[src/sv/thce_pkg.sv]
// Shared types and constants of the tree hash code encoder.
package thce_pkg;

  // Tree geometry
  localparam int MaxDepth = 4;
  localparam int NumNodes = (1 << MaxDepth) - 1;
  localparam int CodeW    = 4;

  // Field widths
  localparam int FeatW    = 16;
  localparam int ByteW    = 8;
  localparam int CfgIdxW  = 3;
  localparam int CfgDataW = 64;

  // Configuration register indexes
  localparam logic [CfgIdxW-1:0] RegThrLevels01 = 3'd0;
  localparam logic [CfgIdxW-1:0] RegThrLevel2   = 3'd1;
  localparam logic [CfgIdxW-1:0] RegThrLevel3   = 3'd2;
  localparam logic [CfgIdxW-1:0] RegLevelScales = 3'd3;
  localparam logic [CfgIdxW-1:0] RegLevelOffs   = 3'd4;

  // Reset values
  localparam logic [CfgDataW-1:0] ScalesReset = 64'h1000_1000_1000_1000;

  // Decoded configuration: node n of level l sits at byte (2^l - 1) + n
  typedef struct packed {
    logic [NumNodes-1:0][ByteW-1:0] thr;
    logic [MaxDepth-1:0][FeatW-1:0] scale;
    logic [MaxDepth-1:0][FeatW-1:0] offset;
  } cfg_t;

  // Per-stage load enables
  typedef struct packed {
    logic s1;
    logic s2;
    logic s3;
    logic s4;
  } stage_en_t;

  typedef logic [MaxDepth-1:0][ByteW-1:0] byte_vec_t;

endpackage

[src/sv/thce_in_if.sv]
// Input channel: four Q8.8 features per word.
interface thce_in_if;
  logic                                valid;
  logic                                ready;
  logic signed [thce_pkg::FeatW-1:0]   feature_0;
  logic signed [thce_pkg::FeatW-1:0]   feature_1;
  logic signed [thce_pkg::FeatW-1:0]   feature_2;
  logic signed [thce_pkg::FeatW-1:0]   feature_3;

  modport source (output valid, feature_0, feature_1, feature_2, feature_3, input ready);
  modport sink   (input valid, feature_0, feature_1, feature_2, feature_3, output ready);
endinterface

[src/sv/thce_out_if.sv]
// Result channel: one leaf code per word.
interface thce_out_if;
  logic                         valid;
  logic                         ready;
  logic [thce_pkg::CodeW-1:0]   code;

  modport source (output valid, code, input ready);
  modport sink   (input valid, code, output ready);
endinterface

[src/sv/thce_cfg_if.sv]
// Configuration write channel: register index and write data.
interface thce_cfg_if;
  logic                            valid;
  logic                            ready;
  logic [thce_pkg::CfgIdxW-1:0]    index;
  logic [thce_pkg::CfgDataW-1:0]   data;

  modport source (output valid, index, data, input ready);
  modport sink   (input valid, index, data, output ready);
endinterface

[src/sv/tree_hash_code_encoder.sv]
// Pipeline stages from input word acceptance to out_chan.valid: multiply, round/clamp,
// node compare, path select with output register.
// Throughput: one word per cycle; each stage holds under back-pressure and bubbles collapse.
// The configuration port takes a write word every cycle.
// Reset (rst_n low, synchronous) empties the pipeline and loads the register defaults.
module tree_hash_code_encoder #(
  parameter int TREE_DEPTH = 4
) (
  input  logic        clk,
  input  logic        rst_n,
  thce_in_if.sink     in_chan,
  thce_out_if.source  out_chan,
  thce_cfg_if.sink    cfg_chan
);

  thce_pkg::cfg_t      cfg;
  thce_pkg::stage_en_t en;
  thce_pkg::byte_vec_t qbytes;
  logic [3:0]          valid_r;
  logic [3:0]          valid_nxt;
  logic [thce_pkg::MaxDepth-1:0][thce_pkg::FeatW-1:0] feat;

  // Configuration registers
  thce_cfg u_cfg (
    .clk      (clk),
    .rst_n    (rst_n),
    .cfg_chan (cfg_chan),
    .cfg      (cfg)
  );

  // Stage k loads when it is empty or its contents move on
  assign en.s4 = !valid_r[3] || out_chan.ready;
  assign en.s3 = !valid_r[2] || en.s4;
  assign en.s2 = !valid_r[1] || en.s3;
  assign en.s1 = !valid_r[0] || en.s2;

  assign in_chan.ready = en.s1;

  // Advance valid bits alongside the data
  always_comb begin
    valid_nxt = valid_r;
    if (en.s1) valid_nxt[0] = in_chan.valid;
    if (en.s2) valid_nxt[1] = valid_r[0];
    if (en.s3) valid_nxt[2] = valid_r[1];
    if (en.s4) valid_nxt[3] = valid_r[2];
  end

  always_ff @(posedge clk) begin
    if (!rst_n) begin
      valid_r <= '0;
    end else begin
      valid_r <= valid_nxt;
    end
  end

  assign feat[0] = in_chan.feature_0;
  assign feat[1] = in_chan.feature_1;
  assign feat[2] = in_chan.feature_2;
  assign feat[3] = in_chan.feature_3;

  // One quantizer lane per tree level in use
  for (genvar l = 0; l < thce_pkg::MaxDepth; l++) begin : g_lane
    if (l < TREE_DEPTH) begin : g_used
      thce_quant u_quant (
        .clk     (clk),
        .en      (en),
        .feature ($signed(feat[l])),
        .scale   ($signed(cfg.scale[l])),
        .offset  ($signed(cfg.offset[l])),
        .qbyte   (qbytes[l])
      );
    end else begin : g_unused
      assign qbytes[l] = '0;
    end
  end

  // Node compares and path select
  thce_tree #(
    .TREE_DEPTH (TREE_DEPTH)
  ) u_tree (
    .clk    (clk),
    .en     (en),
    .qbytes (qbytes),
    .thr    (cfg.thr),
    .code   (out_chan.code)
  );

  assign out_chan.valid = valid_r[3];

endmodule

[src/sv/thce_cfg.sv]
// Configuration register file of the encoder.
module thce_cfg (
  input  logic                 clk,
  input  logic                 rst_n,
  thce_cfg_if.sink             cfg_chan,
  output thce_pkg::cfg_t       cfg
);

  logic [23:0] thr01_r;
  logic [31:0] thr2_r;
  logic [63:0] thr3_r;
  logic [63:0] scales_r;
  logic [63:0] offsets_r;

  // Always take a write word; unknown indexes are dropped
  assign cfg_chan.ready = 1'b1;

  always_ff @(posedge clk) begin
    if (!rst_n) begin
      thr01_r   <= '0;
      thr2_r    <= '0;
      thr3_r    <= '0;
      scales_r  <= thce_pkg::ScalesReset;
      offsets_r <= '0;
    end else if (cfg_chan.valid) begin
      case (cfg_chan.index)
        thce_pkg::RegThrLevels01: thr01_r   <= cfg_chan.data[23:0];
        thce_pkg::RegThrLevel2:   thr2_r    <= cfg_chan.data[31:0];
        thce_pkg::RegThrLevel3:   thr3_r    <= cfg_chan.data;
        thce_pkg::RegLevelScales: scales_r  <= cfg_chan.data;
        thce_pkg::RegLevelOffs:   offsets_r <= cfg_chan.data;
        default: ;
      endcase
    end
  end

  // Flatten thresholds so node n of level l is byte (2^l - 1) + n
  assign cfg.thr    = {thr3_r, thr2_r, thr01_r};
  assign cfg.scale  = scales_r;
  assign cfg.offset = offsets_r;

endmodule

[src/sv/thce_quant.sv]
// Quantizer lane: Q8.8 feature to saturated signed byte over two stages.
module thce_quant (
  input  logic                               clk,
  input  thce_pkg::stage_en_t                en,
  input  logic signed [thce_pkg::FeatW-1:0]  feature,
  input  logic signed [thce_pkg::FeatW-1:0]  scale,
  input  logic signed [thce_pkg::FeatW-1:0]  offset,
  output logic signed [thce_pkg::ByteW-1:0]  qbyte
);

  logic signed [31:0] prod_r;
  logic signed [33:0] sum;
  logic signed [13:0] q;
  logic signed [7:0]  qbyte_nxt;
  logic signed [7:0]  qbyte_r;

  // Stage 1: Q8.8 times Q4.12 gives Q12.20
  always_ff @(posedge clk) begin
    if (en.s1) begin
      prod_r <= feature * scale;
    end
  end

  // Stage 2: add offset aligned to Q.20, round half up, clamp to a byte
  always_comb begin
    sum = 34'(prod_r) + (34'(offset) <<< 12) + 34'sd524288;
    q   = 14'(sum >>> 20);
    if (q > 14'sd127) begin
      qbyte_nxt = 8'sd127;
    end else if (q < -14'sd128) begin
      qbyte_nxt = -8'sd128;
    end else begin
      qbyte_nxt = 8'(q);
    end
  end

  always_ff @(posedge clk) begin
    if (en.s2) begin
      qbyte_r <= qbyte_nxt;
    end
  end

  assign qbyte = qbyte_r;

endmodule

[src/sv/thce_tree.sv]
// Tree walk: compare every node of the levels in use in parallel, then select the leaf path.
module thce_tree #(
  parameter int TREE_DEPTH = 4
) (
  input  logic                                            clk,
  input  thce_pkg::stage_en_t                             en,
  input  thce_pkg::byte_vec_t                             qbytes,
  input  logic [thce_pkg::NumNodes-1:0][thce_pkg::ByteW-1:0] thr,
  output logic [thce_pkg::CodeW-1:0]                      code
);

  logic [thce_pkg::NumNodes-1:0] cmp_nxt;
  logic [thce_pkg::NumNodes-1:0] cmp_r;
  logic [thce_pkg::CodeW-1:0]    code_nxt;
  logic [thce_pkg::CodeW-1:0]    code_r;

  // Stage 3: decision bit of every node of the levels in use
  always_comb begin
    cmp_nxt = '0;
    for (int l = 0; l < thce_pkg::MaxDepth; l++) begin
      for (int n = 0; n < (1 << l); n++) begin
        if (l < TREE_DEPTH) begin
          cmp_nxt[(1 << l) - 1 + n] =
            $signed(qbytes[l]) > $signed(thr[(1 << l) - 1 + n]);
        end
      end
    end
  end

  always_ff @(posedge clk) begin
    if (en.s3) begin
      cmp_r <= cmp_nxt;
    end
  end

  // Stage 4: follow the path, the partial code picks the node at each level
  always_comb begin
    code_nxt = '0;
    for (int l = 0; l < thce_pkg::MaxDepth; l++) begin
      if (l < TREE_DEPTH) begin
        code_nxt = {code_nxt[thce_pkg::CodeW-2:0],
                    cmp_r[4'((1 << l) - 1) + code_nxt]};
      end
    end
  end

  always_ff @(posedge clk) begin
    if (en.s4) begin
      code_r <= code_nxt;
    end
  end

  assign code = code_r;

endmodule
[src/flat_wrapper.sv]
// flat-port wrapper written by rule: the top's interface ports become plain ports
module tree_hash_code_encoder_flat 
#(
  parameter int TREE_DEPTH = 4
)
  (clk, rst_n, in_chan_valid, in_chan_feature_0, in_chan_feature_1, in_chan_feature_2, in_chan_feature_3, in_chan_ready, out_chan_valid, out_chan_code, out_chan_ready, cfg_chan_valid, cfg_chan_index, cfg_chan_data, cfg_chan_ready);
  thce_in_if in_chan_i ();
  thce_out_if out_chan_i ();
  thce_cfg_if cfg_chan_i ();
  input  logic clk;
  input  logic rst_n;
  input wire logic [$bits(in_chan_i.valid)-1:0] in_chan_valid;
  input wire logic [$bits(in_chan_i.feature_0)-1:0] in_chan_feature_0;
  input wire logic [$bits(in_chan_i.feature_1)-1:0] in_chan_feature_1;
  input wire logic [$bits(in_chan_i.feature_2)-1:0] in_chan_feature_2;
  input wire logic [$bits(in_chan_i.feature_3)-1:0] in_chan_feature_3;
  output wire logic [$bits(in_chan_i.ready)-1:0] in_chan_ready;
  output wire logic [$bits(out_chan_i.valid)-1:0] out_chan_valid;
  output wire logic [$bits(out_chan_i.code)-1:0] out_chan_code;
  input wire logic [$bits(out_chan_i.ready)-1:0] out_chan_ready;
  input wire logic [$bits(cfg_chan_i.valid)-1:0] cfg_chan_valid;
  input wire logic [$bits(cfg_chan_i.index)-1:0] cfg_chan_index;
  input wire logic [$bits(cfg_chan_i.data)-1:0] cfg_chan_data;
  output wire logic [$bits(cfg_chan_i.ready)-1:0] cfg_chan_ready;
  assign in_chan_i.valid = in_chan_valid;
  assign in_chan_i.feature_0 = in_chan_feature_0;
  assign in_chan_i.feature_1 = in_chan_feature_1;
  assign in_chan_i.feature_2 = in_chan_feature_2;
  assign in_chan_i.feature_3 = in_chan_feature_3;
  assign in_chan_ready = in_chan_i.ready;
  assign out_chan_valid = out_chan_i.valid;
  assign out_chan_code = out_chan_i.code;
  assign out_chan_i.ready = out_chan_ready;
  assign cfg_chan_i.valid = cfg_chan_valid;
  assign cfg_chan_i.index = cfg_chan_index;
  assign cfg_chan_i.data = cfg_chan_data;
  assign cfg_chan_ready = cfg_chan_i.ready;
  tree_hash_code_encoder #(.TREE_DEPTH(TREE_DEPTH)) u_core (.clk(clk), .rst_n(rst_n), .in_chan(in_chan_i), .out_chan(out_chan_i), .cfg_chan(cfg_chan_i));
endmodule
[config.mk]
export PLATFORM = sky130hd
export DESIGN_NAME = tree_hash_code_encoder_flat
export DESIGN_NICKNAME = d
export VERILOG_FILES = /design/src/sv/thce_pkg.sv /design/src/sv/thce_in_if.sv /design/src/sv/thce_out_if.sv /design/src/sv/thce_cfg_if.sv /design/src/sv/tree_hash_code_encoder.sv /design/src/sv/thce_cfg.sv /design/src/sv/thce_quant.sv /design/src/sv/thce_tree.sv /design/src/flat_wrapper.sv
export SDC_FILE = /design/constraint.sdc
export NUM_CORES = 2
export LEC_CHECK = 0
export BUFFER_PORTS_ARGS = -buffer_cell sky130_fd_sc_hd__buf_4
export CAP_MARGIN = 30
export CORE_UTILIZATION = 55
export CTS_BUF_LIST = sky130_fd_sc_hd__clkbuf_8
export CTS_CLUSTER_DIAMETER = 150
export CTS_CLUSTER_SIZE = 30
export DETAILED_ROUTE_END_ITERATION = 7
export GPL_ROUTABILITY_DRIVEN = 0
export PLACE_DENSITY = 0.7
export RECOVER_POWER = 25
export SLEW_MARGIN = 20
export SYNTH_ARGS = -nofsm -noshare
export SYNTH_HDL_FRONTEND = slang
export SYNTH_SLANG_ARGS = --single-unit
[constraint.sdc]
create_clock -name clk -period 10.2 [get_ports clk]
set_clock_uncertainty 0.1 [all_clocks]
set_input_delay 1.02 -clock clk [delete_from_list [all_inputs] [get_ports clk]]
set_output_delay 1.02 -clock clk [all_outputs]
set_load 0.02 [all_outputs]
# Word level (Yosys, flattened, before mapping)
# Index checks and enable logic that the tools add are counted.
# op_classes
div	0
add_sub_neg	11
n_reduce_logical	14
n_eq_ne	4
shifts	0
multipliers	4
magnitude_cmp	26
mux	10
bitwise	0
# ops
operator	count
$add A33 B21 Y34 const B	4
$add A32 B28 Y33	4
$mul A16 B16 Y32	4
$gt A8 B8 Y1	15
$gt A14 B8 Y1 const B	4
$lt A14 B8 Y1 const B	4
$mux W8	4
$bmux W1 S4	3
$reduce_and A2 Y1	5
$eq A3 B2 Y1 const B	2
$lt A2 B5 Y1 const B	1
$lt A3 B5 Y1 const B	1
$lt A4 B5 Y1 const B	1
$add A3 B3 Y4 const A	1
$logic_not A1 Y1	4
$logic_or A1 B1 Y1	4
$add A2 B2 Y3 const A	1
$eq A3 B1 Y1 const B	1
$eq A3 B3 Y1 const B	1
$logic_not A3 Y1	1
$mux W1	3
$add A1 B1 Y2 const A	1
# totals
reg_bits	431
mem_bits_rw	0
latch_bits	0
mem_count	0
inputBits	136
mem_bits_ro	0
output_inout_bits	7

# Logic depth before layout (Yosys ltp)
# depth
ltp_word	9
mapped_depth	25
mapped_depth_nobuf	23

# Modules after synthesis
# From an unflattened synthesis, not the netlist that was laid out.
# hier_totals
hier_cells	6224
hier_area_um2	59031.6
# by_module_without_submodules
module	instances	cells_each	area_per_inst_um2
thce_quant at u_core.g_lane[0].g_used.u_quant	1	1249	11740.0
thce_quant at u_core.g_lane[3].g_used.u_quant	1	1214	11521.0
thce_quant at u_core.g_lane[1].g_used.u_quant	1	1229	11519.8
thce_quant at u_core.g_lane[2].g_used.u_quant	1	1184	11303.3
thce_cfg	1	884	9069.9
thce_tree	1	447	3713.6
tree_hash_code_encoder	1	17	163.9

# Least setup slack after synthesis
# No wires, ideal clock.
# synth_timing
kind	input to register
start	input port in_chan_feature_1[15]
end	register u_core.g_lane[1].g_used.u_quant.prod_r[30], data pin
required_ns	9.842
n_path_buf	2
setup_ns	0.258
arrival_time_ns	6.574
slack_ns	3.268
cell_stages	21
path_cell_list	clkbuf_1 nand2_1 inv_1 fa_1 fa_1 fa_1 fa_1 fa_1 inv_1 fa_1 inv_1 ha_1 clkbuf_1 a21oi_1 o21ai_1 a31o_2 a2111oi_4 a211oi_1 or3_1 a21oi_2 xnor2_1
# synth_between
elab_chain_len	1
# synth_lines
item	line_no	text
start: declaration	flat_wrapper.sv:14	input wire logic [$bits(in_chan_i.feature_1)-1:0] in_chan_feature_1;
$mul A16 B16 Y32	thce_quant.sv:20	prod_r <= feature * scale;
end signal: assignment	thce_quant.sv:20	
end: declaration	thce_quant.sv:11	logic signed [31:0] prod_r;
# No other way between the ends.
# A chain may end at the register's enable or synchronous reset.

# Final worst setup path
# layout_timing
start	register u_core.u_cfg.scales_r[56]
end	register u_core.g_lane[3].g_used.u_quant.prod_r[31], data pin
# layout_between
elab_chain_len	1
# layout_lines
item	line_no	text
start: declaration	thce_cfg.sv:12	logic [63:0] scales_r;
start signal: assignment	thce_cfg.sv:23	scales_r <= thce_pkg::ScalesReset;
start signal: assignment	thce_cfg.sv:30	thce_pkg::RegLevelScales: scales_r <= cfg_chan.data;
$mul A16 B16 Y32	thce_quant.sv:20	
end signal: assignment	thce_quant.sv:20	
end: declaration	thce_quant.sv:11	
# No other way between the ends.

==> impl_metrics.csv <==
group,metric,value,unit
run_status,outcome,"complete, but fails checks",
run_status,violations,"max-capacitance violations, max-slew violations",
pwr,power.combinational.fraction,53.0,%
sta,fmaxAchievable,145,MHz
routing,drt_pre_antenna_iters,6,
sta,drv_slew,208,
finish,fin_nets,8030,
floorplan,core_area,0.105,sq mm
synthesis,syn-num-nets,8081,
clock_network,clkLatencyLatePin,0.62,ns
pwr,part_of_the_power_in_registers,36.5,%
setup_path,critPathMostFrequentCell,"sky130_fd_sc_hd__fa_1",
hold_path,min-delay-path-class,"reg -> reg",
finish,postLayoutCellArea,0.0608,sq mm
synthesis,synth_async_sr_flop_share,0,%
clock_network,cts_inserted_buffers,16,
placed_design,dp_hpwl,107000,microns
synthesis,xor_xnor_share_of_the_synthesized_area,2.25,%
floorplan,io-pin-count,143,
synthesis,ys_top_cells_by_area,"sky130_fd_sc_hd__fa_1 36%, sky130_fd_sc_hd__ha_1 13%, sky130_fd_sc_hd__dfxtp_1 8.6%",
floorplan,die-height,328,microns
synthesis,synth_ff_type,"sky130_fd_sc_hd__dfxtp_1",
routing,route.layer.met1.wl,61000,microns
synthesis,number_of_synthesis_warnings,0,
synthesis,synth_edf_count,131,
synthesis,post_synth_instance_area,0.0584,sq mm
synthesis,synthCells,6312,
pwr,clockPowerShare,10.5,%
clock_network,post_cts_setup_buffer_count,0,
pwr,power.ir.vdd_worst,0.000103,V
placed_design,postPlaceCellArea,0.0604,sq mm
sta,timing.final.hold_violations,0,
clock_network,clk_pin_slew,0.17,ns
synthesis,complex_gate_fraction_of_the_synthesized_area,8.53,%
routing,top_signal_layer_used,"met5",
sta,period_minus_slack,6.91,ns
job,drv.max_cap_violation_count,3,
placed_design,buffer_ports.inserted,141,
setup_path,worstSetupPathType,"reg -> reg",
routing,final_antenna_net_count,0,
setup_path,critical-path-max-stage-delay,0.91,ns
setup_path,setup.worst_path.end_class,"register",
routing,detailroute.wirelength.met3,6850,microns
routing,postRouteWirelength,135000,microns
synthesis,synth_top_area_share,35.8,%
floorplan,start_util,55.4,%
sta,slew_headroom,-242,%
synthesis,synth_simple_gate_area_share,15.3,%
synthesis,synth.area.mux_share,0.236,%
sta,setup-tns-final,0,ns
global_routing,grt_max_degree,137,
global_routing,vias_in_the_first_global_route,42700,
floorplan,chipWidth,328,microns
finish,final_layout_size_suffix_gt1_share,3.35,%
global_routing,global_route.usage.total,26.2,%
synthesis,number_of_register_bits_inferred_by_synthesis,383,
setup_path,critPathRequiredTime,10.49,ns
setup_path,cp_slowest_cell,"sky130_fd_sc_hd__dfxtp_1",
pwr,sw_frac_of_total,41.3,%
floorplan,fp-row-count,119,
routing,post_detailed_route_via_to_cell_ratio,5.32,
global_routing,antenna_found_initial,15,
clock_network,cts_tree,"yes",
floorplan,die_area,0.107,sq mm
pwr,cellInternalPower,3.55,mW
synthesis,synth_adder_area_share,48.4,%
pwr,leakage,29.9,nW
finish,final.fill_count,9342,
synthesis,area_leader_netlist,"sky130_fd_sc_hd__fa_1",
synthesis,synth.most_common_cell,"sky130_fd_sc_hd__inv_1",
clock_network,htree_levels,1,
sta,layout_worst_path_cycle_share,67.8,%
setup_path,worstPathMaxFanout,17,
global_routing,grt_first_pass_wirelength,225000,microns
clock_network,clock_tree.root_cell,"sky130_fd_sc_hd__clkbuf_8",
clock_network,cts.repair.resized,0,
clock_network,cts_num_sinks,383,
synthesis,avg_cell_area_syn,9.24,sq um
sta,setup_viol_count_final,0,
routing,wire_length_on_met2,63500,microns
sta,timing_worst_slew_pin_value,5.13,ns
routing,average_wire_per_standard_cell,17.6,microns
pwr,power.switching,2.50,mW
synthesis,ys_types,81,
clock_network,cts-root-to-sink-buffers,3,
sta,rsz0062_at_grt,"false",
routing,num_vias,40800,
routing,post-route-drc-count,0,
setup_path,endpoint_arrival_time_on_the_critical_path,7.20,ns
routing,drt_first_iter_violations,2340,
clock_network,hold_fix_buffers_at_cts,0,
setup_path,crit_chain,"nand2_1 > fa_1 > inv_1 > fa_1 > inv_1 > fa_1 > inv_1 > fa_1 > fa_1 > inv_1 > fa_1 > inv_1 > ha_1 > a21o_1 > a21o_1 > a2111oi_0 > o21ai_0 > a31oi_1 > o2111ai_1 > a21oi_1 > xnor2_1",
pwr,pwr_density_cell,99.5,mW/mm^2
synthesis,cell_types_with_the_highest_counts_after_synthesis,"1306 x sky130_fd_sc_hd__inv_1, 1044 x sky130_fd_sc_hd__fa_1, 1041 x sky130_fd_sc_hd__nand2_1",
finish,syn2layout_area_growth,4.13,%
setup_path,start_kind,"register",
synthesis,ys_seq_area_share,15.4,%
global_routing,grt-ovfl-total,0,
synthesis,synth_top_family_by_area,"adder cells",
kinds of logic after synthesis:
family | Yosys count
flops | 383
other cells | 1
compound gates | 695
simple gates | 1908
fa+ha+maj | 1633
mux | 11
xor+xnor | 150
buf+inv | 1531
registers in the layout, summed over array words and instances, names as in the netlist:
| register | flops |
|---|---|
| u_core.g_lane.g_used.u_quant.prod_r | 80 |
| u_core.u_cfg.offsets_r | 64 |
| u_core.u_cfg.scales_r | 64 |
| u_core.u_cfg.thr3_r | 64 |
| u_core.g_lane.g_used.u_quant.qbyte | 32 |
| u_core.u_cfg.thr2_r | 32 |
| u_core.u_cfg.thr01_r | 24 |
| u_core.u_tree.cmp_r | 15 |
| u_core.u_tree.code | 4 |
| u_core.valid_r | 4 |
worst paths after layout:
kind / start / end / slack, ns / cells past startpoint
worst max register to register: u_core.u_cfg.scales_r[56] / u_core.g_lane[3].g_used.u_quant.prod_r[31] / 3.29 / 21
worst min register to register: u_core.u_cfg.thr3_r[36] / u_core.u_cfg.thr3_r[36] / 0.38 / 2
worst max-delay path: u_core.u_cfg.scales_r[56] / u_core.g_lane[3].g_used.u_quant.prod_r[31] / 3.29 / 21
worst min-delay path: u_core.u_cfg.thr3_r[36] / u_core.u_cfg.thr3_r[36] / 0.38 / 2
stage by stage:
step	std cells	power (mW)	util, %	hold slack [ns]	worst slack [ns]
floorplan	6312	4.54	-	0.339	3.27
global route	7668	6.62	57.7	0.401	2.87
detailed placement	7632	5.43	57.4	0.359	2.98
finish	7670	6.05	57.7	0.379	3.29
global placement	7632	5.36	57.4	0.353	3.04
CTS	7660	6.10	57.7	0.380	3.30
worst max-delay path: cells and delay by family, from the launching register on:
kind | cells | cell delay (ns)
XOR/XNOR | 1 | 0.08
flip-flops | 1 | 0.91
buffers and inverters | 5 | 0.24
AO/OA/AOI/OAI | 7 | 1.86
AND/OR/NAND/NOR | 1 | 0.16
adder cells (fa/ha/maj) | 7 | 3.33
cell type report:
type	instances	area [sq um]	share of cell area [%]
clock inverter	10	40.0	0.0659
inverter	1306	4900	8.07
multi-input combinational	4398	43600	71.8
tap	1391	1740	2.86
clock buffer	18	248	0.408
sequential	383	8980	14.8
timing repair buffer	156	1190	1.95
antenna	8	20.0	0.0329
placed cells by master, fill, tap and decap left out, types with 8 or more instances in the layout:
cell                       count
sky130_fd_sc_hd__xnor2_1     112
sky130_fd_sc_hd__nor2_1      142
sky130_fd_sc_hd__nand3_1      44
sky130_fd_sc_hd__and3_1       13
sky130_fd_sc_hd__a21oi_1      80
sky130_fd_sc_hd__xor2_1       38
sky130_fd_sc_hd__nand4_1      33
sky130_fd_sc_hd__nor3_1       29
sky130_fd_sc_hd__edfxtp_1    131
sky130_fd_sc_hd__o21ai_0      88
sky130_fd_sc_hd__ha_1        589
sky130_fd_sc_hd__o211ai_1     17
sky130_fd_sc_hd__diode_2       8
sky130_fd_sc_hd__and2_1      497
sky130_fd_sc_hd__clkbuf_8     18
sky130_fd_sc_hd__nand2b_1     30
sky130_fd_sc_hd__nand2_1    1041
sky130_fd_sc_hd__inv_1      1315
sky130_fd_sc_hd__dfxtp_1     252
sky130_fd_sc_hd__o21a_1       81
sky130_fd_sc_hd__fa_1       1044
sky130_fd_sc_hd__nor2b_1      33
sky130_fd_sc_hd__a211oi_1     13
sky130_fd_sc_hd__a31oi_1      11
sky130_fd_sc_hd__a21o_1       73
sky130_fd_sc_hd__a21boi_0    247
sky130_fd_sc_hd__or3_1        11
sky130_fd_sc_hd__buf_4       151
per-layer routing:
metal	vias to the layer above	track usage, %
li1	19200	-
met1	20500	37.0
met2	926	43.2
met3	184	3.06
met4	14	6.16
met5	-	0
power by group through the flow:
stage               registers, mW  logic, mW  clock network (mW)
floorplan                    2.11       2.42                   0
global placement             2.25       3.11                   0
detailed placement           2.24       3.19                   0
CTS                          2.21       3.22               0.659
global route                 2.24       3.68               0.698
finish                       2.21       3.20               0.634
No activity file was read; power rests on OpenSTA's default activity.
